--- config.mk ---
export PLATFORM = sky130hd
export DESIGN_NAME = key_value_table_engine
export DESIGN_NICKNAME = d
export VERILOG_FILES = /design/src/rtl/kvt_pkg.sv /design/src/rtl/key_value_table_engine.sv /design/src/rtl/kvt_datapath.sv /design/src/rtl/kvt_controller.sv
export SDC_FILE = /design/constraint.sdc
export NUM_CORES = 2
export LEC_CHECK = 0
export BUFFER_PORTS_ARGS = -buffer_cell sky130_fd_sc_hd__buf_2
export CORE_ASPECT_RATIO = 0.9
export CORE_MARGIN = 1
export CORE_UTILIZATION = 40
export CTS_BUF_LIST = sky130_fd_sc_hd__clkbuf_4 sky130_fd_sc_hd__clkbuf_8 sky130_fd_sc_hd__clkbuf_16
export DETAILED_ROUTE_END_ITERATION = 16
export MAX_ROUTING_LAYER = met4
export SETUP_SLACK_MARGIN = 0.1
export SYNTH_ARGS = -nofsm -noshare
export SYNTH_HDL_FRONTEND = slang
export SYNTH_SLANG_ARGS = --single-unit
--- constraint.sdc ---
create_clock -name clk -period 16.1 [get_ports clk]
set_input_delay 2.415 -clock clk [delete_from_list [all_inputs] [get_ports clk]]
set_output_delay 2.415 -clock clk [all_outputs]
set_load 0.01 [all_outputs]
--- src/rtl/kvt_pkg.sv ---
// Shared constants, operation and status codes, and the controller/datapath
// command and status structs of the key/value table engine.
// No dependencies.
`timescale 1ns / 1ps

package kvt_pkg;

    localparam int CAPACITY    = 32;
    localparam int VALUE_WIDTH = 64;
    localparam int IDX_W       = (CAPACITY > 1) ? $clog2(CAPACITY) : 1;
    localparam int CNT_W       = $clog2(CAPACITY + 1);
    localparam int KEY_W       = 32;
    localparam int VAL_PORT_W  = 64;
    localparam int OP_W        = 3;
    localparam int STATUS_W    = 4;
    localparam int SRC_W       = 2;

    localparam logic [OP_W-1:0] OP_PUT    = 3'd0;
    localparam logic [OP_W-1:0] OP_GET    = 3'd1;
    localparam logic [OP_W-1:0] OP_DELETE = 3'd2;
    localparam logic [OP_W-1:0] OP_CLEAR  = 3'd3;
    localparam logic [OP_W-1:0] OP_DUMP   = 3'd4;

    localparam logic [STATUS_W-1:0] ST_INSERTED  = 4'd0;
    localparam logic [STATUS_W-1:0] ST_UPDATED   = 4'd1;
    localparam logic [STATUS_W-1:0] ST_FOUND     = 4'd2;
    localparam logic [STATUS_W-1:0] ST_NOT_FOUND = 4'd3;
    localparam logic [STATUS_W-1:0] ST_DELETED   = 4'd4;
    localparam logic [STATUS_W-1:0] ST_CLEARED   = 4'd5;
    localparam logic [STATUS_W-1:0] ST_FULL      = 4'd6;
    localparam logic [STATUS_W-1:0] ST_DUMP      = 4'd7;
    localparam logic [STATUS_W-1:0] ST_EMPTY     = 4'd8;

    // Source of the result key and value.
    localparam logic [SRC_W-1:0] SRC_REQ   = 2'd0;
    localparam logic [SRC_W-1:0] SRC_ENTRY = 2'd1;
    localparam logic [SRC_W-1:0] SRC_ZERO  = 2'd2;

    typedef struct packed {
        logic                accept;
        logic                scan_step;
        logic                load_out;
        logic [STATUS_W-1:0] out_status;
        logic [SRC_W-1:0]    out_sel;
        logic                out_last;
        logic                wr_update;
        logic                wr_insert;
        logic                save_hole;
        logic                move_rd;
        logic                move_wr;
        logic                clear_count;
    } kvt_cmd_t;

    typedef struct packed {
        logic            hit;
        logic            miss;
        logic            full;
        logic            count_zero;
        logic            rd_vld;
        logic            rd_last;
        logic            out_free;
        logic [OP_W-1:0] op;
    } kvt_stat_t;

endpackage

--- src/rtl/key_value_table_engine.sv ---
// Top level of the key/value table engine: joins the controller and datapath.
// Depends on kvt_pkg, kvt_controller and kvt_datapath.
`timescale 1ns / 1ps
//
// Usage:
// Input transactions (in_valid/in_ready) carry operation, key and value; output
// transactions (out_valid/out_ready) carry status, out_key, out_value and last.
// One request is worked on at a time; in_ready is high while the engine is idle.
// Put, get and delete scan the table from entry 0 with one comparator against a
// single-port read of the key memory, one entry per cycle, for a table of up to
// 32 entries; after a delete the last entry is then moved into the hole, read in
// S_MOVE_RD and written in S_MOVE_WR. Dump reads the entries through a registered
// read and gives one entry per cycle while the receiver takes them, the final one
// with last set; an empty table gives a single empty result.
// Unused operation codes are taken and give no result.
// A result waits in the output register while the receiver stalls; the engine
// may already take the next request, but holds its own scan when its result
// cannot be placed. Reset empties the table; the memories are not cleared,
// since entries at or above the count are never read.

module key_value_table_engine
    import kvt_pkg::*;
(
    input  logic                         clk,
    input  logic                         rst_n,
    input  logic                         in_valid,
    output logic                         in_ready,
    input  logic [OP_W-1:0]              operation,
    input  logic signed [KEY_W-1:0]      key,
    input  logic [VAL_PORT_W-1:0]        value,
    output logic                         out_valid,
    input  logic                         out_ready,
    output logic [STATUS_W-1:0]          status,
    output logic signed [KEY_W-1:0]      out_key,
    output logic [VAL_PORT_W-1:0]        out_value,
    output logic                         last
);

    kvt_cmd_t  cmd;
    kvt_stat_t stat;

    kvt_controller u_ctrl (
        .clk       (clk),
        .rst_n     (rst_n),
        .in_valid  (in_valid),
        .in_ready  (in_ready),
        .operation (operation),
        .stat      (stat),
        .cmd       (cmd)
    );

    kvt_datapath u_dp (
        .clk       (clk),
        .rst_n     (rst_n),
        .cmd       (cmd),
        .stat      (stat),
        .operation (operation),
        .key       (key),
        .value     (value),
        .out_valid (out_valid),
        .out_ready (out_ready),
        .status    (status),
        .out_key   (out_key),
        .out_value (out_value),
        .last      (last)
    );

endmodule

--- src/rtl/kvt_datapath.sv ---
// Datapath of the key/value table engine: request registers, key and value
// memories, scan pointer with registered read, entry count and output register.
// Depends on kvt_pkg.
`timescale 1ns / 1ps

module kvt_datapath
    import kvt_pkg::*;
(
    input  logic                         clk,
    input  logic                         rst_n,
    input  kvt_cmd_t                     cmd,
    output kvt_stat_t                    stat,
    input  logic [OP_W-1:0]              operation,
    input  logic signed [KEY_W-1:0]      key,
    input  logic [VAL_PORT_W-1:0]        value,
    output logic                         out_valid,
    input  logic                         out_ready,
    output logic [STATUS_W-1:0]          status,
    output logic signed [KEY_W-1:0]      out_key,
    output logic [VAL_PORT_W-1:0]        out_value,
    output logic                         last
);

    logic [KEY_W-1:0]       key_mem [CAPACITY];
    logic [VALUE_WIDTH-1:0] val_mem [CAPACITY];

    logic [OP_W-1:0]        req_op_reg;
    logic [KEY_W-1:0]       req_key_reg;
    logic [VALUE_WIDTH-1:0] req_val_reg;

    logic [CNT_W-1:0]       count_reg, count_next;
    logic [CNT_W-1:0]       addr_reg, addr_next;
    logic                   rd_vld_reg, rd_vld_next;
    logic [IDX_W-1:0]       rd_idx_reg;
    logic [KEY_W-1:0]       rd_key_reg;
    logic [VALUE_WIDTH-1:0] rd_val_reg;
    logic [IDX_W-1:0]       hole_reg;

    logic                   out_valid_reg, out_valid_next;
    logic [STATUS_W-1:0]    status_reg;
    logic [KEY_W-1:0]       key_reg;
    logic [VAL_PORT_W-1:0]  value_reg;
    logic                   last_reg;

    logic                   scan_rd;
    logic                   rd_en;
    logic [IDX_W-1:0]       rd_addr;
    logic [CNT_W-1:0]       count_m1;
    logic                   wr_key_en;
    logic                   wr_val_en;
    logic [IDX_W-1:0]       wr_addr;
    logic [KEY_W-1:0]       wr_key;
    logic [VALUE_WIDTH-1:0] wr_val;
    logic [KEY_W-1:0]       sel_key;
    logic [VAL_PORT_W-1:0]  sel_val;

    assign count_m1 = count_reg - CNT_W'(1);
    assign scan_rd  = cmd.scan_step && (addr_reg < count_reg);
    assign rd_en    = scan_rd || cmd.move_rd;
    assign rd_addr  = cmd.move_rd ? count_m1[IDX_W-1:0] : addr_reg[IDX_W-1:0];

    // Scan pointer: one entry is read per step, compared the cycle after.
    always_comb
    begin
        addr_next   = addr_reg;
        rd_vld_next = rd_vld_reg;
        if (cmd.accept)
        begin
            addr_next   = '0;
            rd_vld_next = 1'b0;
        end
        else if (cmd.scan_step)
        begin
            rd_vld_next = scan_rd;
            if (scan_rd)
            begin
                addr_next = addr_reg + CNT_W'(1);
            end
        end
    end

    always_comb
    begin
        count_next = count_reg;
        if (cmd.clear_count)
        begin
            count_next = '0;
        end
        else if (cmd.wr_insert)
        begin
            count_next = count_reg + CNT_W'(1);
        end
        else if (cmd.move_wr)
        begin
            count_next = count_m1;
        end
    end

    always_comb
    begin
        wr_key_en = cmd.wr_insert || cmd.move_wr;
        wr_val_en = cmd.wr_insert || cmd.move_wr || cmd.wr_update;
        wr_addr   = rd_idx_reg;
        wr_key    = req_key_reg;
        wr_val    = req_val_reg;
        if (cmd.wr_insert)
        begin
            wr_addr = count_reg[IDX_W-1:0];
        end
        else if (cmd.move_wr)
        begin
            wr_addr = hole_reg;
            wr_key  = rd_key_reg;
            wr_val  = rd_val_reg;
        end
    end

    always_ff @(posedge clk)
    begin
        if (wr_key_en)
        begin
            key_mem[wr_addr] <= wr_key;
        end
        if (wr_val_en)
        begin
            val_mem[wr_addr] <= wr_val;
        end
        if (rd_en)
        begin
            rd_key_reg <= key_mem[rd_addr];
            rd_val_reg <= val_mem[rd_addr];
            rd_idx_reg <= rd_addr;
        end
        if (cmd.accept)
        begin
            req_op_reg  <= operation;
            req_key_reg <= key;
            req_val_reg <= value[VALUE_WIDTH-1:0];
        end
        if (cmd.save_hole)
        begin
            hole_reg <= rd_idx_reg;
        end
    end

    always_ff @(posedge clk or negedge rst_n)
    begin
        if (!rst_n)
        begin
            count_reg     <= '0;
            addr_reg      <= '0;
            rd_vld_reg    <= 1'b0;
            out_valid_reg <= 1'b0;
        end
        else
        begin
            count_reg     <= count_next;
            addr_reg      <= addr_next;
            rd_vld_reg    <= rd_vld_next;
            out_valid_reg <= out_valid_next;
        end
    end

    // Output register: holds one result until the receiver takes it.
    always_comb
    begin
        unique case (cmd.out_sel)
            SRC_ENTRY:
            begin
                sel_key = rd_key_reg;
                sel_val = VAL_PORT_W'(rd_val_reg);
            end
            SRC_REQ:
            begin
                sel_key = req_key_reg;
                sel_val = '0;
            end
            default:
            begin
                sel_key = '0;
                sel_val = '0;
            end
        endcase
    end

    always_comb
    begin
        out_valid_next = out_valid_reg;
        if (cmd.load_out)
        begin
            out_valid_next = 1'b1;
        end
        else if (out_ready)
        begin
            out_valid_next = 1'b0;
        end
    end

    always_ff @(posedge clk)
    begin
        if (cmd.load_out)
        begin
            status_reg <= cmd.out_status;
            key_reg    <= sel_key;
            value_reg  <= sel_val;
            last_reg   <= cmd.out_last;
        end
    end

    assign out_valid = out_valid_reg;
    assign status    = status_reg;
    assign out_key   = key_reg;
    assign out_value = value_reg;
    assign last      = last_reg;

    assign stat.hit        = rd_vld_reg && (rd_key_reg == req_key_reg);
    assign stat.miss       = !stat.hit && (addr_reg == count_reg);
    assign stat.full       = (count_reg == CNT_W'(CAPACITY));
    assign stat.count_zero = (count_reg == '0);
    assign stat.rd_vld     = rd_vld_reg;
    assign stat.rd_last    = (CNT_W'(rd_idx_reg) == count_m1);
    assign stat.out_free   = !out_valid_reg || out_ready;
    assign stat.op         = req_op_reg;

`ifndef SYNTHESIS
    a_count_bound: assert property (@(posedge clk) disable iff (!rst_n)
        count_reg <= CNT_W'(CAPACITY))
        else $error("entry count above capacity");

    a_load_free: assert property (@(posedge clk) disable iff (!rst_n)
        cmd.load_out |-> (!out_valid_reg || out_ready))
        else $error("output register overwritten before it was taken");

    a_insert_count: assert property (@(posedge clk) disable iff (!rst_n)
        cmd.wr_insert |=> count_reg == $past(count_reg) + CNT_W'(1))
        else $error("insert did not grow the table by one");

    a_insert_room: assert property (@(posedge clk) disable iff (!rst_n)
        cmd.wr_insert |-> count_reg < CNT_W'(CAPACITY))
        else $error("insert into a full table");

    a_move_nonempty: assert property (@(posedge clk) disable iff (!rst_n)
        (cmd.move_wr || cmd.move_rd) |-> count_reg != '0)
        else $error("delete move on an empty table");
`endif

endmodule

--- src/rtl/kvt_controller.sv ---
// Controller state machine of the key/value table engine: sequences scans,
// inserts, deletes with move of the last entry, clear and dump.
// Depends on kvt_pkg.
`timescale 1ns / 1ps

module kvt_controller
    import kvt_pkg::*;
(
    input  logic            clk,
    input  logic            rst_n,
    input  logic            in_valid,
    output logic            in_ready,
    input  logic [OP_W-1:0] operation,
    input  kvt_stat_t       stat,
    output kvt_cmd_t        cmd
);

    localparam logic [2:0] S_IDLE    = 3'd0;
    localparam logic [2:0] S_SCAN    = 3'd1;
    localparam logic [2:0] S_MOVE_RD = 3'd2;
    localparam logic [2:0] S_MOVE_WR = 3'd3;
    localparam logic [2:0] S_CLEAR   = 3'd4;
    localparam logic [2:0] S_DUMP    = 3'd5;

    logic [2:0] state_reg, state_next;

    assign in_ready = (state_reg == S_IDLE);

    always_comb
    begin
        cmd        = '0;
        cmd.out_last = 1'b1;
        cmd.out_sel  = SRC_REQ;
        state_next = state_reg;
        unique case (state_reg)
            S_IDLE:
            begin
                if (in_valid)
                begin
                    cmd.accept = 1'b1;
                    unique case (operation) inside
                        OP_PUT, OP_GET, OP_DELETE: state_next = S_SCAN;
                        OP_CLEAR:                  state_next = S_CLEAR;
                        OP_DUMP:                   state_next = S_DUMP;
                        default:                   state_next = S_IDLE;
                    endcase
                end
            end
            S_SCAN:
            begin
                if (stat.hit || stat.miss)
                begin
                    if (stat.out_free)
                    begin
                        cmd.load_out = 1'b1;
                        state_next   = S_IDLE;
                        case (stat.op)
                            OP_PUT:
                            begin
                                if (stat.hit)
                                begin
                                    cmd.out_status = ST_UPDATED;
                                    cmd.wr_update  = 1'b1;
                                end
                                else if (stat.full)
                                begin
                                    cmd.out_status = ST_FULL;
                                end
                                else
                                begin
                                    cmd.out_status = ST_INSERTED;
                                    cmd.wr_insert  = 1'b1;
                                end
                            end
                            OP_GET:
                            begin
                                if (stat.hit)
                                begin
                                    cmd.out_status = ST_FOUND;
                                    cmd.out_sel    = SRC_ENTRY;
                                end
                                else
                                begin
                                    cmd.out_status = ST_NOT_FOUND;
                                end
                            end
                            default:
                            begin
                                if (stat.hit)
                                begin
                                    cmd.out_status = ST_DELETED;
                                    cmd.save_hole  = 1'b1;
                                    state_next     = S_MOVE_RD;
                                end
                                else
                                begin
                                    cmd.out_status = ST_NOT_FOUND;
                                end
                            end
                        endcase
                    end
                end
                else
                begin
                    cmd.scan_step = 1'b1;
                end
            end
            S_MOVE_RD:
            begin
                cmd.move_rd = 1'b1;
                state_next  = S_MOVE_WR;
            end
            S_MOVE_WR:
            begin
                cmd.move_wr = 1'b1;
                state_next  = S_IDLE;
            end
            S_CLEAR:
            begin
                if (stat.out_free)
                begin
                    cmd.load_out    = 1'b1;
                    cmd.out_status  = ST_CLEARED;
                    cmd.out_sel     = SRC_ZERO;
                    cmd.clear_count = 1'b1;
                    state_next      = S_IDLE;
                end
            end
            S_DUMP:
            begin
                if (stat.count_zero)
                begin
                    if (stat.out_free)
                    begin
                        cmd.load_out   = 1'b1;
                        cmd.out_status = ST_EMPTY;
                        cmd.out_sel    = SRC_ZERO;
                        state_next     = S_IDLE;
                    end
                end
                else
                begin
                    // The read of the next entry overlaps the hand-off of this one.
                    cmd.scan_step = !stat.rd_vld || stat.out_free;
                    if (stat.rd_vld && stat.out_free)
                    begin
                        cmd.load_out   = 1'b1;
                        cmd.out_status = ST_DUMP;
                        cmd.out_sel    = SRC_ENTRY;
                        cmd.out_last   = stat.rd_last;
                        if (stat.rd_last)
                        begin
                            state_next = S_IDLE;
                        end
                    end
                end
            end
            default:
            begin
                state_next = S_IDLE;
            end
        endcase
    end

    always_ff @(posedge clk or negedge rst_n)
    begin
        if (!rst_n)
        begin
            state_reg <= S_IDLE;
        end
        else
        begin
            state_reg <= state_next;
        end
    end

`ifndef SYNTHESIS
    a_accept_idle: assert property (@(posedge clk) disable iff (!rst_n)
        cmd.accept |-> state_reg == S_IDLE)
        else $error("transaction accepted while busy");

    a_move_order: assert property (@(posedge clk) disable iff (!rst_n)
        cmd.move_rd |=> cmd.move_wr)
        else $error("delete move read not followed by its write");

    a_hole_then_move: assert property (@(posedge clk) disable iff (!rst_n)
        cmd.save_hole |=> state_reg == S_MOVE_RD)
        else $error("delete hit did not start the move");
`endif

endmodule

# [Yosys cells after proc, flatten, opt, wreduce, memory -nomap -nowiden]
# Memory sizes are Yosys's and may differ from the RTL's. A register that Yosys moved wholly into a read port is not among the register bits.
# Index checks and enable logic that the tools add are counted.
[totals] mem_bits_ro=0 latch_bits=0 output_inout_bits=103 in_bits=103 word_cells=133 ram_bits=3072 n_memories=2 register_bits=227
[memory_table] memory="u_dp.val_mem" words=32 word_bits=64 read_ports=1 rd_ports_with_merged_regs=1 wr=1 line="kvt_datapath.sv:25" source="logic [VALUE_WIDTH-1:0] val_mem [CAPACITY];"
[memory_table] memory="u_dp.key_mem" words=32 word_bits=32 read_ports=1 rd_ports_with_merged_regs=1 wr=1 line="kvt_datapath.sv:24" source="logic [KEY_W-1:0] key_mem [CAPACITY];"
[op_classes] bitwise_logic=2 n_div=0 n_reduce_logical=27 shifts=0 mul=0 n_eq_ne=20 add_sub_neg=3 n_lt_le_gt_ge=1 muxes=64
[op_table] op="64-bit 2-to-1 mux" n=2
[op_table] op="32-bit 2-to-1 mux" n=2
[op_table] op="32-bit one-hot mux with 2 select lines" n=1
[op_table] op="3-bit 2-to-1 mux" n=14
[op_table] op="6-bit 2-to-1 mux" n=6
[op_table] op="7-bit 2-to-1 mux" n=5
[op_table] op="32-bit equality test" n=1
[op_table] op="1-bit 2-to-1 mux" n=22
[op_table] op="7-bit one-hot mux with 3 select lines" n=1
[op_table] op="5-bit 2-to-1 mux" n=3
[op_table] op="3-bit one-hot mux with 5 select lines" n=1
[op_table] op="6-bit by 1-bit adder with 6-bit output, second input constant" n=2
[op_table] op="3-bit by 2-bit equality test with 1-bit output, second input constant" n=4
[op_table] op="3-bit by 1-bit equality test with 1-bit output, second input constant" n=3
[op_table] op="3-bit equality test, second input constant" n=3
[op_table] op="3-bit zero test" n=3
[op_table] op="3-bit one-hot mux with 3 select lines" n=1
[op_table] op="8-bit 2-to-1 mux" n=1
[op_table] op="5-bit by 6-bit equality test with 1-bit output" n=1
[op_table] op="6-bit equality test" n=1
[op_table] op="6-bit equality test, second input constant" n=1
[op_table] op="6-bit zero test" n=1
[op_table] op="1-bit logical OR" n=6
[op_table] op="6-bit less-than comparator" n=1
[op_table] op="18 further kinds" n=31

# [Logic depth before layout (Yosys ltp)]
[logic_depth] ltp_word=11 mapped_depth=11 ltp_nobuf=9

# [By module]
# From an unflattened synthesis, not the netlist that was laid out.
[unflattened] hier_cells=10761 hier_area_um2=143611.5
[modules_own_cells] module="kvt_datapath" cells_each=10692 n_inst=1 area_per_inst_um2=143123.5 seq_area_each_um2=101787.6
[modules_own_cells] module="kvt_controller" cells_each=69 n_inst=1 area_per_inst_um2=488.0 seq_area_each_um2=75.1

# [Least setup slack after synthesis]
# No wires, ideal clock.
[synth_path] kind="in2reg" from="in out_ready" to="mem u_dp.val_mem[13][0] (enable)" arrival_ps=10036 path_stages=8 required_ps=15455 n_path_buf=2 path_slack_ps=5419 setup_time_ps=645 path_cell_list="nand2b_1 -> clkbuf_1 -> and3_1 -> nand3_1 -> o21ai_0 -> a31oi_1 -> buf_2 -> nor4_1"
[synth_between] elab_chain_cells=8 elab_cells_between_ends=9 cone_classes="mux: 6; reduce/logical: 3"
[synth_rtl] element="start, declared" line="key_value_table_engine.sv:32" source="input logic out_ready,"
[synth_rtl] element="1-bit logical OR (*)" line="kvt_datapath.sv:222" source="assign stat.out_free = !out_valid_reg || out_ready;"
[synth_rtl] element="3-bit 2-to-1 mux (*)" line="kvt_controller.sv:53" source="if (stat.out_free)"
[synth_rtl] element="3-bit 2-to-1 mux (*)" line="kvt_controller.sv:51" source="if (stat.hit || stat.miss)"
[synth_rtl] element="3-bit 2-to-1 mux (*)" line="kvt_controller.sv:35" source="unique case (state_reg)"
[synth_rtl] element="1-bit logical OR (2 in a row)" line="kvt_datapath.sv:102" source="wr_val_en = cmd.wr_insert || cmd.move_wr || cmd.wr_update;"
[synth_rtl] element="1-bit 2-to-1 mux" line="kvt_datapath.sv:124" source="if (wr_val_en)"
[synth_rtl] element="1-bit 2-to-1 mux (implied by the code)" line="kvt_datapath.sv:126" source="val_mem[wr_addr] <= wr_val;"
[synth_rtl] element="end, declared" line="kvt_datapath.sv:25"
# Every way passes the cells marked *; elsewhere a longest branch is shown, timed or not.

# [Worst setup path after layout]
[layout_path] from="in out_ready" to="mem u_dp.val_mem[15][2] (enable)"
# The elaborated chain is that of the path after synthesis.

==> flow_summary.ini <==
[status]
status = complete, but fails checks
violations = capacitance limit

[flow_run]
maxCapViolCount = 1

[drt]
ant_nets = 0
routed-via-count = 62000
post_drt_wl_per_cell_um = 29.5
drc = 0
route.final.wire_length_um = 322000
viasPerCell = 5.68
first_pass_iters = 6
drt_iter0_drc = 7238

[sta]
min_period_ps = 6580
finalSetupTns_ps = 0
rsz0062_at_grt = false
fmax_mhz = 152
skew_ps = 91.1
relSlewSlack_pct = 1.12
fin_crit_sh_pct = 40.9
hold_violations = 0
setup_viol = 0
slew_violations = 0
worstMarginPinSlew_ps = 1460

[yosys]
synthesis.area_um2 = 130000
seq_area_frac_synth_pct = 78.4
synth_enable_flop_cells = 3378
netlist_instances = 5880
synth_ff_type = edfxtp_1
syn_avg_cell_area_um2 = 22.1
synth_fp_nets = 5993
synthArstFlopShare_pct = 0.501
synth.distinct_cells = 63
ys_ff_latch = 3395
ys_warn_count = 0

[clock_network]
cts.reportedPaths.clkPinSlew_ps = 60
clk_latency_ps = 940
h-tree-depth = 5
cts_max_path_buffers = 4
hold_buffers = 0
clkSinkCount = 3395
ctsResizeCount = 0
clockRootBuffer = clkbuf_16
tritoncts = done
cts_setup_buffers = 0
cts_buffers = 351

[layout]
post-route-cell-area_um2 = 148000
drive_above_1_share_pct = 27.6
regMostFlops = u_dp.val_mem
mostFrequentLayoutCell = edfxtp_1
layout.nets = 6425
largest_reg_flops = 2048
mostFrequentLayoutCells = 3378 x edfxtp_1, 768 x mux4_2, 502 x nand2_1
top_regs = u_dp.val_mem (2048), u_dp.key_mem (1024)
nFillCells = 26700
area_growth_syn_to_layout_pct = 14.2

[placed_design]
gp_congestion = 0.803
portBuffers = 205
dp_hpwl_um = 175000
placed_cell_area_um2 = 137000

[min_path]
holdPathEnd = u_dp.hole_reg[4]
hp-class = reg -> reg
holdPathStages = 0
min-delay-start = u_dp.rd_idx_reg[4]

[critical_path]
critPathCaptureType = flop
crit_family = simple AND/OR/NAND/NOR gates
worst-path-buf-inv = 3
required_ps = 16600
cp_slowest_cell = nor3_4
r2r_end = u_dp.val_mem[15][2]
critPathArrivalTime_ps = 7080
cp_cell_sequence = buf_2, nand2b_1, and3_1, and3_1, nand2_1, a211o_1, nor3_4, buf_4, buf_4
r2r_slack_ps = 9780
path_class = in -> reg
r2r_cells = 9
cpPeakStageDelay_ps = 890
crit_path_max_fanout = 30
startpoint_type = input port
timing.rr.start = u_dp.rd_key_reg[17]

[global_route]
grt_pass1_vias = 63100
grt_max_degree = 153
antenna_found_initial = 11
grt_usage_pct = 20.0
grt.overflow.total = 0
grt_pass1_wl_um = 461000

[power]
cellLeakagePower_nw = 48.8
vdd.ir_drop.worst_mv = 0.112
power_density_nw_per_um2 = 152
p_total_mw = 22.5

[die]
pin_count = 206
fp.dieArea_um2 = 327000
die_x_um = 603
rows = 198
initial_core_util_pct = 40.2
core_area_um2 = 323000
dieHeight_um = 543
[cells by family (layout without fill, tap and decap cells)]
kind of cell / after synthesis / count (layout) / share of synthesized area, %
AND/OR/NAND/NOR: 739 / 739 / 2.48
XOR/XNOR: 43 / 43 / 0.290
AO/OA/AOI/OAI: 294 / 294 / 1.99
flip-flops: 3395 / 3395 / 78.4
other: 0 / 7 / 0
multiplexers: 1063 / 1063 / 15.6
adder cells (fa/ha/maj): 10 / 10 / 0.0963
buffers and inverters: 336 / 1063 / 1.20
[stage by stage]
| step | std cells | utilization, % | setup WS [ps] | hold slack [ps] |
|---|---|---|---|---|
| after global routing | 10900 | 45.9 | 9360 | 544 |
| after detailed placement | 10300 | 42.4 | 8210 | 506 |
| after CTS | 10900 | 45.9 | 9160 | 526 |
| final | 10900 | 45.9 | 9520 | 535 |
| after floorplan | 5880 | - | 5420 | 450 |
| after global placement | 10300 | 42.4 | 8420 | 508 |
[layout make-up]
class                           count  area (µm²)  area share [%]
Antenna cell                        7        17.5          0.0118
Tap cell                         4300        5380            3.62
Clock inverter                    235        2180            1.47
Clock buffer                      413        9280            6.25
Sequential cell                  3395      102000            68.6
Inverter                           17        73.8          0.0497
Multi-Input combinational cell   2149       27100            18.2
Timing Repair Buffer              398        2570            1.73
[worst reg2reg max path: cells and delay by family, from the launching register on]
kind | cells | cell delay (ps)
XOR/XNOR | 1 | 190
AND/OR/NAND/NOR | 4 | 3000
buffers and inverters | 2 | 1290
AO/OA/AOI/OAI | 2 | 990
flip-flops | 1 | 430
[synthesized netlist by cell type, drive strengths merged, types with 3 or more instances]
| cell type | number | area (µm²) |
|---|---|---|
| or3 | 4 | 25.0 |
| a211o | 5 | 43.8 |
| and2 | 65 | 407 |
| o211ai | 4 | 35.0 |
| and3 | 8 | 50.1 |
| mux2i | 295 | 2950 |
| nor3b | 3 | 27.5 |
| nor2 | 25 | 93.8 |
| o21ai | 20 | 108 |
| a32o | 98 | 981 |
| a32oi | 4 | 42.6 |
| a21oi | 7 | 35.0 |
| xor2 | 17 | 149 |
| nand3 | 21 | 105 |
| mux4 | 768 | 17300 |
| nor4 | 21 | 131 |
| nand2b | 5 | 31.3 |
| nor2b | 4 | 25.0 |
| a31oi | 7 | 50.1 |
| a22o | 32 | 280 |
| a221oi | 96 | 841 |
| buf | 179 | 972 |
| xnor2 | 26 | 228 |
| a211oi | 4 | 35.0 |
| clkbuf | 140 | 526 |
| ha | 10 | 125 |
| edfxtp | 3378 | 101000 |
| inv | 17 | 63.8 |
| nand4 | 9 | 56.3 |
| a21o | 3 | 22.5 |
| nand2 | 504 | 1890 |
| dfrtp | 17 | 425 |
| nor3 | 62 | 315 |
[report_power, final]
group / switching (mW) / total, mW / internal [mW]
clock: 3.43 / 8.05 / 4.62
combinational: 2.33 / 3.77 / 1.44
sequential: 0.195 / 10.7 / 10.5
[how the worst max path moves through the flow]
stage	from	to	slack [ps]	depth (start not counted)
floorplan	out_ready	u_dp.val_mem[13][0]	5420	8
global placement	out_ready	u_dp.val_mem[15][13]	8420	9
detailed placement	out_ready	u_dp.val_mem[12][6]	8210	10
CTS	out_ready	u_dp.val_mem[12][0]	9160	10
global route	out_ready	u_dp.val_mem[15][2]	9360	9
finish	out_ready	u_dp.val_mem[15][2]	9520	9
[metal layers]
layer / routed length, µm / global-route usage [%] / part of all wire (%)
met5: 0 / - / 0
met4: 8680 / 5.15 / 2.7
met3: 22000 / 2.94 / 6.8
met2: 154000 / 31.3 / 48
met1: 137000 / 27.8 / 43
Power figures use the tool's default switching activity.
